**config.mk**
```make
export PLATFORM = sky130hd
export DESIGN_NAME = stepper_step_sequencer
export DESIGN_NICKNAME = d
export VERILOG_FILES = /design/src/sv/sss_pkg.sv /design/src/sv/sss_motor_core.sv /design/src/sv/stepper_step_sequencer.sv
export VERILOG_INCLUDE_DIRS = /design/src /design/src/sv
export SDC_FILE = /design/constraint.sdc
export NUM_CORES = 1
export LEC_CHECK = 0
export BUFFER_PORTS_ARGS = -buffer_cell sky130_fd_sc_hd__buf_2
export CORE_MARGIN = 4
export CORE_UTILIZATION = 29
export DETAILED_ROUTE_END_ITERATION = 12
export HOLD_SLACK_MARGIN = 0.05
export PLACE_DENSITY = 0.52
export SKIP_LAST_GASP = 1
export SLEW_MARGIN = 20
export SYNTH_ARGS = -nofsm -noshare
export SYNTH_HDL_FRONTEND = slang
export SYNTH_SLANG_ARGS = --single-unit
```
**constraint.sdc**
```tcl
create_clock -name clock -period 4 [get_ports clock]
set_input_delay 0.4 -clock clock [delete_from_list [all_inputs] [get_ports clock]]
set_output_delay 0.4 -clock clock [all_outputs]
set_load 0.01 [all_outputs]
```
**src/sv/assert_macros.svh**
```systemverilog
// ----------------------------------------------------------------------------
// Assertion macros
// Shared concurrent assertion forms for the stepper sequencer RTL.
// ----------------------------------------------------------------------------
`ifndef ASSERT_MACROS_SVH
`define ASSERT_MACROS_SVH

`ifndef NO_ASSERTIONS

// Same-cycle implication, disabled during reset.
`define ASSERT_IMPLIES(label, clk, rst, pre, post) \
   label: assert property (@(posedge clk) disable iff (rst) (pre) |-> (post)) \
      else $error("assertion failed: same-cycle implication");

// Next-cycle implication, disabled during reset.
`define ASSERT_NEXT(label, clk, rst, pre, post) \
   label: assert property (@(posedge clk) disable iff (rst) (pre) |=> (post)) \
      else $error("assertion failed: next-cycle implication");

`else

`define ASSERT_IMPLIES(label, clk, rst, pre, post)
`define ASSERT_NEXT(label, clk, rst, pre, post)

`endif

`endif

```
**src/sv/sss_pkg.sv**
```systemverilog
// ----------------------------------------------------------------------------
// Stepper step sequencer package
// Item types, the full-step coil table and register map constants.
// ----------------------------------------------------------------------------
package sss_pkg;

   // Full-step sequence: four phases
   localparam int unsigned PHASE_COUNT = 4;
   localparam int unsigned PHASE_W     = $clog2(PHASE_COUNT);

   localparam logic [3:0] COIL_TABLE [PHASE_COUNT] = '{
      4'b1010, 4'b0110, 4'b0101, 4'b1001
   };

   // Register map: tick_divide at byte address 0
   localparam int unsigned CSR_ADDR_W        = 3;
   localparam logic        CSR_SEL_TICK_DIV  = 1'b0;
   localparam logic [7:0]  TICK_DIVIDE_RESET = 8'd2;

   // One timer tick
   typedef struct packed {
      logic        enable;
      logic        direction;
      logic [7:0]  speed;
      logic [15:0] step_target;
   } item_type;

   // One result per tick
   typedef struct packed {
      logic [3:0]  coil_pattern;
      logic        stepped;
      logic [15:0] steps_left;
   } result_type;

endpackage

```
**src/sv/sss_motor_core.sv**
```systemverilog
// ----------------------------------------------------------------------------
// Stepper motor core
// Prescaler and motor step state; computes the next state and the result
// of one tick in a single pass and commits it when the tick fires.
// ----------------------------------------------------------------------------
`include "assert_macros.svh"

module sss_motor_core
   import sss_pkg::*;
(
   input  logic       clock,
   input  logic       reset,
   input  logic       fire,
   input  item_type   item,
   input  logic [7:0] tick_divide,
   output result_type result
);

   logic [7:0]         prescale_ff,    prescale_in;
   logic [15:0]        last_target_ff, last_target_in;
   logic [15:0]        remaining_ff,   remaining_in;
   logic [7:0]         last_speed_ff,  last_speed_in;
   logic [7:0]         speed_count_ff, speed_count_in;
   logic [PHASE_W-1:0] phase_ff,       phase_in;
   logic [3:0]         coil_ff,        coil_in;
   logic               motor_run;
   logic               take_step;

   // Next state for one tick; nothing moves unless the tick fires
   always_comb begin
      prescale_in    = prescale_ff;
      last_target_in = last_target_ff;
      remaining_in   = remaining_ff;
      last_speed_in  = last_speed_ff;
      speed_count_in = speed_count_ff;
      phase_in       = phase_ff;
      coil_in        = coil_ff;
      take_step      = 1'b0;
      motor_run      = (prescale_ff >= tick_divide);
      if (fire) begin
         if (!motor_run) begin
            prescale_in = prescale_ff + 8'd1;
         end else begin
            prescale_in = '0;
            if (item.enable) begin
               if (last_target_ff != item.step_target) begin
                  // new target restarts the step count
                  last_target_in = item.step_target;
                  remaining_in   = item.step_target;
               end else if (remaining_ff != '0) begin
                  if (last_speed_ff != item.speed) begin
                     last_speed_in  = item.speed;
                     speed_count_in = item.speed;
                  end else if (speed_count_ff != '0) begin
                     speed_count_in = speed_count_ff - 8'd1;
                  end else begin
                     // latch coils, advance phase, consume one step
                     take_step      = 1'b1;
                     coil_in        = COIL_TABLE[phase_ff];
                     speed_count_in = last_speed_ff;
                     phase_in       = item.direction ? phase_ff + 1'b1 : phase_ff - 1'b1;
                     remaining_in   = remaining_ff - 16'd1;
                  end
               end
            end
         end
      end
   end

   // Result reflects the state after this tick
   assign result = '{coil_pattern: coil_in, stepped: take_step, steps_left: remaining_in};

   // Hold state
   always_ff @(posedge clock) begin
      if (reset) begin
         prescale_ff    <= '0;
         last_target_ff <= '0;
         remaining_ff   <= '0;
         last_speed_ff  <= '0;
         speed_count_ff <= '0;
         phase_ff       <= '0;
         coil_ff        <= '0;
      end else begin
         prescale_ff    <= prescale_in;
         last_target_ff <= last_target_in;
         remaining_ff   <= remaining_in;
         last_speed_ff  <= last_speed_in;
         speed_count_ff <= speed_count_in;
         phase_ff       <= phase_in;
         coil_ff        <= coil_in;
      end
   end

   `ASSERT_IMPLIES(a_step_needs_steps, clock, reset, take_step, remaining_ff != '0)
   `ASSERT_NEXT(a_step_moves_phase, clock, reset, take_step, phase_ff != $past(phase_ff))
   `ASSERT_NEXT(a_skip_tick_no_motion, clock, reset, fire && !motor_run,
      $stable(remaining_ff) && $stable(coil_ff) && $stable(phase_ff))

endmodule

```
**src/sv/stepper_step_sequencer.sv**
```systemverilog
// ----------------------------------------------------------------------------
// Stepper step sequencer
// Full-step stepper motor sequencer, one channel: timer ticks in, coil
// pattern, step strobe and remaining step count out.
// ----------------------------------------------------------------------------
//   channel   direction   handshake                 payload
//   req       in          req_valid / req_ready     enable, direction, speed, step_target
//   rsp       out         rsp_valid / rsp_ready     coil_pattern, stepped, steps_left
//   csr       in/out      APB psel/penable/pready   tick_divide at byte address 0
//
// One item per cycle sustained while rsp_ready stays high; each item
// passes the input register, then the result register, which lie around
// the single-pass motor update logic.
// Synchronous reset clears all motor state and sets tick_divide to 2.
// A stalled result holds the result register; the input register then
// fills and req_ready drops until rsp_ready returns.
// ----------------------------------------------------------------------------
`include "assert_macros.svh"

module stepper_step_sequencer
   import sss_pkg::*;
(
   input  logic                  clock,
   input  logic                  reset,
   // tick input
   input  logic                  req_valid,
   output logic                  req_ready,
   input  logic                  req_enable,
   input  logic                  req_direction,
   input  logic [7:0]            req_speed,
   input  logic [15:0]           req_step_target,
   // result output
   output logic                  rsp_valid,
   input  logic                  rsp_ready,
   output logic [3:0]            rsp_coil_pattern,
   output logic                  rsp_stepped,
   output logic [15:0]           rsp_steps_left,
   // register port
   input  logic                  csr_psel,
   input  logic                  csr_penable,
   input  logic                  csr_pwrite,
   input  logic [CSR_ADDR_W-1:0] csr_paddr,
   input  logic [31:0]           csr_pwdata,
   output logic [31:0]           csr_prdata,
   output logic                  csr_pready
);

   logic       s1_valid_ff,  s1_valid_in;
   item_type   s1_item_ff;
   logic       rsp_valid_ff, rsp_valid_in;
   result_type rsp_data_ff;
   result_type core_result;
   logic [7:0] tick_divide_ff;
   logic       out_free;
   logic       s1_adv;
   logic       req_accept;
   logic       csr_write;

   // Handshake: the result register frees the input register
   assign out_free   = !rsp_valid_ff || rsp_ready;
   assign s1_adv     = s1_valid_ff && out_free;
   assign req_ready  = !s1_valid_ff || out_free;
   assign req_accept = req_valid && req_ready;

   always_comb begin
      s1_valid_in = s1_valid_ff;
      if (req_accept) begin
         s1_valid_in = 1'b1;
      end else if (s1_adv) begin
         s1_valid_in = 1'b0;
      end
      rsp_valid_in = rsp_valid_ff;
      if (s1_adv) begin
         rsp_valid_in = 1'b1;
      end else if (rsp_ready) begin
         rsp_valid_in = 1'b0;
      end
   end

   // Valid flags
   always_ff @(posedge clock) begin
      if (reset) begin
         s1_valid_ff  <= 1'b0;
         rsp_valid_ff <= 1'b0;
      end else begin
         s1_valid_ff  <= s1_valid_in;
         rsp_valid_ff <= rsp_valid_in;
      end
   end

   // Capture item and result
   always_ff @(posedge clock) begin
      if (req_accept) begin
         s1_item_ff <= '{enable: req_enable, direction: req_direction,
                         speed: req_speed, step_target: req_step_target};
      end
      if (s1_adv) begin
         rsp_data_ff <= core_result;
      end
   end

   // Motor update runs as the item moves into the result register
   sss_motor_core u_core (
      .clock       (clock),
      .reset       (reset),
      .fire        (s1_adv),
      .item        (s1_item_ff),
      .tick_divide (tick_divide_ff),
      .result      (core_result)
   );

   // Register port
   assign csr_pready = 1'b1;
   assign csr_write  = csr_psel && csr_penable && csr_pwrite && csr_pready;

   always_ff @(posedge clock) begin
      if (reset) begin
         tick_divide_ff <= TICK_DIVIDE_RESET;
      end else if (csr_write && (csr_paddr[2] == CSR_SEL_TICK_DIV)) begin
         tick_divide_ff <= csr_pwdata[7:0];
      end
   end

   assign csr_prdata = (csr_paddr[2] == CSR_SEL_TICK_DIV) ? {24'd0, tick_divide_ff} : 32'd0;

   // Drive result ports
   assign rsp_valid        = rsp_valid_ff;
   assign rsp_coil_pattern = rsp_data_ff.coil_pattern;
   assign rsp_stepped      = rsp_data_ff.stepped;
   assign rsp_steps_left   = rsp_data_ff.steps_left;

   `ASSERT_IMPLIES(a_step_drives_coils, clock, reset, rsp_valid_ff && rsp_data_ff.stepped,
      rsp_data_ff.coil_pattern != 4'd0)
   `ASSERT_NEXT(a_s1_holds_on_stall, clock, reset, s1_valid_ff && !out_free,
      s1_valid_ff && $stable(s1_item_ff))

endmodule

```
Word-level counts from Yosys, hierarchy flattened
Cells that the tools add are included.

word-level totals
  register bits = 119
  input port bits = 68
  output and inout port bits = 56
  word-level logic and storage cells = 79

operators by class
  add/sub/neg operators = 5
  $lt $le $gt $ge = 2
  eq/ne operators = 2
  multiplexer cells = 27
  bitwise gates (word level) = 8
  reductions and logical operators = 18

operators with widths
  kind                                                 number
  2-to-1 mux 16 bit                                    7
  2-to-1 mux 4 bit                                     9
  2-to-1 mux 8 bit                                     4
  inequality test 16 bit                               1
  nonzero test 16 bit                                  1
  subtractor 16 x 1 -> 16 bit (second input constant)  1
  adder 8 x 1 -> 8 bit (second input constant)         1
  binary-select mux 4 bit (select 2 bit)               1
  >= comparator 8 bit                                  1
  inequality test 8 bit                                1
  nonzero test 8 bit                                   1
  subtractor 8 x 1 -> 8 bit (second input constant)    1
  inverter 1 bit                                       7
  AND reduction 7 bit                                  1
  AND reduction 6 bit                                  1
  logical AND 1 bit                                    5
  2-to-1 mux 1 bit                                     5
  AND reduction 5 bit                                  1
  OR reduction 5 bit                                   1
  AND reduction 4 bit                                  1
  nonzero test 2 bit                                   2
  >= comparator 3 bit (second input constant)          1
  inverter 2 -> 3 bit                                  1
  adder 2 x 1 -> 2 bit (second input constant)         1
  other kinds (4)                                      6

Longest topological paths before layout
Gate-level depths: netlist of the first run.

  depth in word-level cells = 11
  depth in mapped cells = 10

By module
A second synthesis of the first run with hierarchy kept.

second synthesis, totals
  cell total of the unflattened synthesis = 560
  area total of the unflattened synthesis = 5,701.7 µm²

modules (own cells, without submodules)
  module                  times used  cells an instance  area an instance (µm²)  sequential area each (µm²)
  sss_motor_core          1           433                3,580.9                 1,241.2
  stepper_step_sequencer  1           127                2,120.8                 1,611.5

Worst setup path after synthesis of the first run
OpenSTA, ideal clock, no wires.

  path kind = reg2reg
  from = reg u_core.speed_count_ff[2]
  to = reg rsp_data_ff, in the netlist rsp_coil_pattern[0] (data pin)
  setup time = 0.262 ns
  arrival time = 2.844 ns
  slack = 0.894 ns
  cell stages (with the launch flop) = 9
  buffers on the path = 3
  period minus slack after synthesis = 3.106 ns
  cell sequence = dfxtp_1 -> or4_4 -> or4b_4 -> buf_6 -> or3_4 -> buf_6 -> a2111o_1 -> buf_6 -> mux2_4

RTL lines
  what                      RTL line                      RTL
  start: declaration        sss_motor_core.sv:23          logic [7:0] speed_count_ff, speed_count_in;
  start signal: assignment  sss_motor_core.sv:88          speed_count_ff <= speed_count_in;
  end signal: assignment    stepper_step_sequencer.sv:98  rsp_data_ff <= core_result;
  end: declaration          stepper_step_sequencer.sv:51  result_type rsp_data_ff;

==> impl_metrics.env, run 1 <==
export IMPL_status="completed"
export IMPL_fin_skew_ns=0.00734
export IMPL_portBuffers=72
export IMPL_max_freq_ghz=0.308
export IMPL_setup_viol_count_final=0
export IMPL_period_share=0.811
export IMPL_hold_depth=1
export IMPL_p_per_area_mw_per_mm2=429
export IMPL_cts_tree="yes"
export IMPL_final_nets=750
export IMPL_worstReg2RegStart="u_core.speed_count_ff[2]"
export IMPL_maxSlewHeadroom=0.320
export IMPL_tns_ns=0
export IMPL_routedWlPerCell_um=14.4
export IMPL_die_w_um=149
export IMPL_synth_edff_count=47
export IMPL_antenna_found_initial=0
export IMPL_ctsResizeCount=0
export IMPL_ys_flop_type="dfxtp_1"
export IMPL_hpwl_mm=9.65
export IMPL_power_leakage_nw=2.59
export IMPL_syn_inst=600
export IMPL_grt_use_total=0.128
export IMPL_syn_area_per_cell_um2=9.57
export IMPL_grt_max_degree=59
export IMPL_dp_cells=916
export IMPL_r2r_slack_ns=0.76
export IMPL_via_per_inst=4.67
export IMPL_h_tree_depth=4
export IMPL_grt_overflow=0
export IMPL_drc=0
export IMPL_yosys_cell_types_count=61
export IMPL_fp_row_count=51
export IMPL_grt_pass1_vias=4278
export IMPL_core_mm2=0.0195
export IMPL_final_cells=948
export IMPL_syn_cell_area_mm2=0.00574
export IMPL_finalWirelength_mm=13.7
export IMPL_yosysSeqAreaShare=0.497
export IMPL_synthArstFlopShare=0
export IMPL_gp_congestion=0.886
export IMPL_first_iter_violations=316
export IMPL_layout_drive_gt1_share=0.187
export IMPL_initial_core_util=0.295
export IMPL_critical_path_class="reg -> reg"
export IMPL_grt_pass1_wl_mm=22.3
export IMPL_ys_top_cells_by_area="dfxtp_1 25%, edfxtp_1 25%, nand2_1 4.9%"
export IMPL_synth_top_area_frac=0.251
export IMPL_finish_utilization=0.353
export IMPL_worst_hold_path_type="in -> reg"
export IMPL_r2r_cells=6
export IMPL_grt_setup_unrepaired="false"
export IMPL_path_max_fanout=16
export IMPL_cp_arrival_ns=3.55
export IMPL_rr_endpoint="u_core.coil_ff[0]"
export IMPL_die_y_um=149
export IMPL_clkTransAtPathRegs_ns=0.06
export IMPL_drtAntennaViolNets=0
export IMPL_ys_ff_latch=119
export IMPL_ir_drop_mv=0.295
export IMPL_slew_viol_final=0
export IMPL_worstHoldStart="req_step_target[12]"
export IMPL_required_ns=4.31
export IMPL_fin_hold_ws_ns=0.154
export IMPL_io_pins=124
export IMPL_vias=4431
export IMPL_dr_pass1_iters=4
export IMPL_die_area_mm2=0.0221
export IMPL_cp_start_kind="flip-flop"
export IMPL_yosysTopAreaCell="dfxtp_1"
export IMPL_min_delay_worst_endpoint="s1_item_ff[12]"
export IMPL_period_needed_ns=3.24
export IMPL_cts_buffer_depth=2
export IMPL_numCtsBuffers=17
export IMPL_clkLatencyLatePin_ns=0.42
export IMPL_ys_warn_count=0
export IMPL_critPathCaptureType="flip-flop"
export IMPL_hold_buffers=0
export IMPL_antenna_cells=0
export IMPL_syn_to_final_growth_pct=19.5
export IMPL_hold_viol=0
export IMPL_root_buffer="clkbuf_16"
export IMPL_worst_pin_slew_ns=1.01
export IMPL_clkSinkCount=119
export IMPL_post_cts_buffers=0
export IMPL_drv_cap=0
## area by class of cell
class	instances	area, µm²
clock buffers	18	429
clock inverters	14	134
inverters	17	63.8
repair buffers	82	435
well taps	265	332
multi-input cells	433	2620
flip-flops and latches	119	2850
fillers	2006	12600
## synth_stat cells, types with 4 or more instances
library cell  number
a21oi_1           44
a22oi_1            5
a311oi_1           7
a31o_2             4
a31oi_1           11
a41oi_1            5
and2_1             9
buf_4             25
clkbuf_1          25
dfxtp_1           72
edfxtp_1          47
ha_1              12
inv_1             17
mux2i_1           12
nand2_1           75
nand2b_1           4
nand3_1           14
nand4_1           13
nor2_1            56
nor3_1            11
nor4_1            14
o211ai_1           6
o21ai_0           19
or3_1              5
or4_1              5
xnor2_1           27
xor2_1            10
## power breakdown
group	switching, mW	internal [mW]	leakage [nW]
clock	0.547	0.907	0.275
combinational	0.108	0.0602	1.28
sequential	0.0255	1.30	1.03
total	0.680	2.26	2.59
## stage by stage
step	power, mW	cell area (µm²)	setup slack, ns
final	2.94	6860	0.756
after global routing	3.07	6860	0.625
after detailed placement	1.52	6300	0.759
after CTS	2.99	6860	0.745
after floorplan	1.46	5830	0.894
after global placement	1.52	6290	0.778
## layout by cell type, fill, tap and decap left out, drive strengths merged, types with 3 or more instances in the layout
master	n
nand2b	4
edfxtp	47
clkinv	9
nor4	15
xor2	10
a31o	4
a31oi	11
nand4	13
mux2i	12
o21ai	19
a211oi	3
and2	9
xnor2	27
nand2	75
nor2	56
a311oi	7
o211ai	6
clkbuf	18
or3	6
ha	12
nor3	11
a22oi	5
nand3	14
inv	18
a41oi	5
buf	82
or4	6
a21oi	44
conb	25
dfxtp	72
## state kept, by name (all words and copies together) (netlist names)
| signal | flops |
|---|---|
| tick_divide_ff | 8 |
| u_core.last_speed_ff | 8 |
| u_core.speed_count_ff | 8 |
| s1_item_ff | 26 |
| rsp_valid | 1 |
| u_core.coil_ff | 4 |
| s1_valid_ff | 1 |
| u_core.prescale_ff | 8 |
| u_core.remaining_ff | 16 |
| rsp_steps_left | 16 |
| u_core.phase_ff | 2 |
| u_core.last_target_ff | 16 |
| rsp_stepped | 1 |
| rsp_coil_pattern | 4 |
## worst max-delay path by stage
stage / start / depth (start not counted) / end / slack, ns
floorplan: u_core.speed_count_ff[2] / 8 / rsp_coil_pattern[0] / 0.89
global placement: u_core.speed_count_ff[2] / 5 / rsp_coil_pattern[2] / 0.78
detailed placement: u_core.speed_count_ff[2] / 6 / u_core.coil_ff[2] / 0.76
CTS: u_core.speed_count_ff[2] / 6 / u_core.coil_ff[0] / 0.75
global route: u_core.speed_count_ff[2] / 7 / rsp_steps_left[11] / 0.62
finish: u_core.speed_count_ff[2] / 6 / u_core.coil_ff[0] / 0.76
## cells by family (layout without fill, tap and decap cells)
group | count (synthesis) | count (layout) | synth area share
flip-flops | 119 | 119 | 0.497
other | 2 | 25 | 0.00131
AND/OR/NAND/NOR | 223 | 223 | 0.189
adder cells (fa/ha/maj) | 12 | 12 | 0.0261
buffers and inverters | 71 | 131 | 0.0667
AO/OA/AOI/OAI | 122 | 122 | 0.138
multiplexers | 14 | 14 | 0.0262
XOR/XNOR | 37 | 37 | 0.0564
## critical path: stages (launching register included)
cell      delay [ns]
dfxtp_1         0.35
or4_4           0.56
or4b_4          0.65
or3_4           0.49
a2111o_1        0.57
mux2_4          0.35
and2_1          0.16
## routing by layer
layer | wire length, µm | vias to the layer above | global-route usage
li1 | - | 2266 | -
met1 | 6850 | 2033 | 0.175
met3 | 716 | 14 | 0.0353
met5 | 0 | - | 0
met2 | 5940 | 118 | 0.193
met4 | 148 | 0 | 0.0462
No activity file was read; power rests on OpenSTA's default activity.
==> run 2, diff against run 1 <==
==> constraint.sdc (replaced) <==
create_clock -name clock -period 3.13 [get_ports clock]
set_input_delay 0.313 -clock clock [delete_from_list [all_inputs] [get_ports clock]]
set_output_delay 0.313 -clock clock [all_outputs]
set_load 0.01 [all_outputs]
==> run 2 against run 1 <==
Against the previous run:
- clock power rose by 50%
- hold slack worse by 0.079 ns
- critical endpoint is now rsp_steps_left[14]
- first-iteration DRC count shrank 11%
- register-to-register slack worse by 0.60 ns
- highest routed layer unchanged
- flip-flop and latch count is the same
- non-clock buffer count is 26 higher
- worst setup slack lost 0.60 ns
==> impl_metrics.env, run 2 (synthesized netlist as in run 1, its figures left out) <==
export IMPL_grt_pass1_wl_mm=22.4
export IMPL_io_pins=124
export IMPL_largest_reg_flops=26
export IMPL_grt_setup_unrepaired="false"
export IMPL_layout_drive_gt1_share=0.196
export IMPL_top_register="s1_item_ff"
export IMPL_critPathCaptureType="flip-flop"
export IMPL_ir_drop_mv=0.379
export IMPL_via_per_inst=4.62
export IMPL_dp_cells=929
export IMPL_final_common_cell="nand2_1"
export IMPL_die_y_um=149
export IMPL_worstPathCellList="or4_4 > or4b_4 > or3_4 > buf_4 > nor4_1 > a31o_2 > a22oi_1"
export IMPL_hpwl_mm=9.85
export IMPL_antenna_found_initial=0
export IMPL_slowest_stage="or4b_4"
export IMPL_finalWirelength_mm=13.8
export IMPL_first_iter_violations=280
export IMPL_fin_skew_ns=0.00755
export IMPL_die_area_mm2=0.0221
export IMPL_root_buffer="clkbuf_16"
export IMPL_cp_arrival_ns=3.09
export IMPL_grt_use_total=0.129
export IMPL_antenna_cells=0
export IMPL_max_freq_ghz=0.336
export IMPL_placed_cell_area_mm2=0.00638
export IMPL_pre_cts_ws_ns=0.151
export IMPL_post_cts_buffers=0
export IMPL_required_ns=3.25
export IMPL_cp_start_kind="flip-flop"
export IMPL_crit_path_max_incr_delay_ns=0.54
export IMPL_vias=4502
export IMPL_die_w_um=149
export IMPL_layout_setup_ws_ns=0.156
export IMPL_fp_row_count=51
export IMPL_period_needed_ns=2.97
export IMPL_grt_max_degree=59
export IMPL_period_share=0.950
export IMPL_cts_tree="yes"
export IMPL_clkTransAtPathRegs_ns=0.05
export IMPL_routedWlPerCell_um=14.2
export IMPL_hold_viol=0
export IMPL_maxSlewHeadroom=0.546
export IMPL_final_nets=776
export IMPL_numCtsBuffers=17
export IMPL_portBuffers=72
export IMPL_cts_buffer_depth=2
export IMPL_h_tree_depth=4
export IMPL_grt_overflow=0
export IMPL_setup_viol_count_final=0
export IMPL_syn_to_final_growth_pct=24.9
export IMPL_clkSinkCount=119
export IMPL_power_leakage_nw=2.74
export IMPL_worst_hold_path_type="in -> reg"
export IMPL_drv_cap=0
export IMPL_path_max_fanout=9
export IMPL_r2r_slack_ns=0.16
export IMPL_tns_ns=0
export IMPL_drc=0
export IMPL_final_cells=974
export IMPL_finish_utilization=0.368
export IMPL_slew_viol_final=0
export IMPL_critical_path_class="reg -> reg"
export IMPL_initial_core_util=0.295
export IMPL_status="completed"
export IMPL_worst_pin_slew_ns=0.679
export IMPL_gp_congestion=0.813
export IMPL_dr_pass1_iters=4
export IMPL_layout_common_cells="75 x nand2_1, 72 x buf_2, 72 x dfxtp_1"
export IMPL_grt_pass1_vias=4348
export IMPL_stdcell_area_mm2=0.00717
export IMPL_clkLatencyLatePin_ns=0.41
export IMPL_p_per_area_mw_per_mm2=571
export IMPL_drtAntennaViolNets=0
export IMPL_core_mm2=0.0195
-- run 2: cell types whose count changed in the layout (fill, tap and decap cells not counted), sizes merged --
| cell | before | now |
|---|---|---|
| clkinvlp | 2 | 0 |
| bufinv | 2 | 6 |
| clkinv | 9 | 5 |
| inv | 18 | 17 |
| buf | 82 | 95 |
| dlygate4sd3 | 0 | 13 |
| clkbuf | 18 | 21 |
-- run 2: critical path: cells and delay by family (launching register included) --
kind	cells	cell delay (ns)
AO/OA/AOI/OAI	2	0.32
buffers and inverters	1	0.18
flip-flops	1	0.35
AND/OR/NAND/NOR	4	1.84
-- run 2: through the flow --
step	hold WS [ns]	total power, mW
final	0.0748	4.09
after CTS	0.0506	4.15
after global placement	0.445	1.94
after floorplan	0.389	1.87
after global routing	0.0556	4.24
after detailed placement	0.451	1.94
-- run 2: routing by layer --
metal | wire length, µm | global-route usage
met5 | 0 | 0
met4 | 175 | 0.0439
met3 | 777 | 0.0347
met2 | 6120 | 0.190
met1 | 6730 | 0.182
-- run 2: what timing repair did --
item,CTS,global route
hold endpoints to repair,13,0
gates resized for setup,0,1
endpoints found under the setup margin,0,8
hold buffers,13,0
-- run 2: area by class of cell --
type	count	area, µm²
clock buffers	21	450
clock inverters	11	203
fillers	1988	12300
inverters	17	63.8
multi-input cells	433	2610
flip-flops and latches	119	2850
well taps	265	332
repair buffers	108	663
-- run 2: final timing paths --
path / from / depth (start not counted) / to
worst min register to register: tick_divide_ff[2] / 2 / tick_divide_ff[2]
worst max-delay path: u_core.speed_count_ff[4] / 7 / rsp_steps_left[14]
worst min-delay path: req_step_target[8] / 1 / s1_item_ff[8]
worst max register to register: u_core.speed_count_ff[4] / 7 / rsp_steps_left[14]
-- run 2: where the power goes --
part	switching [mW]	internal, mW	total [mW]
clock	0.669	1.50	2.17
sequential	0.0323	1.66	1.69
combinational	0.141	0.0924	0.233
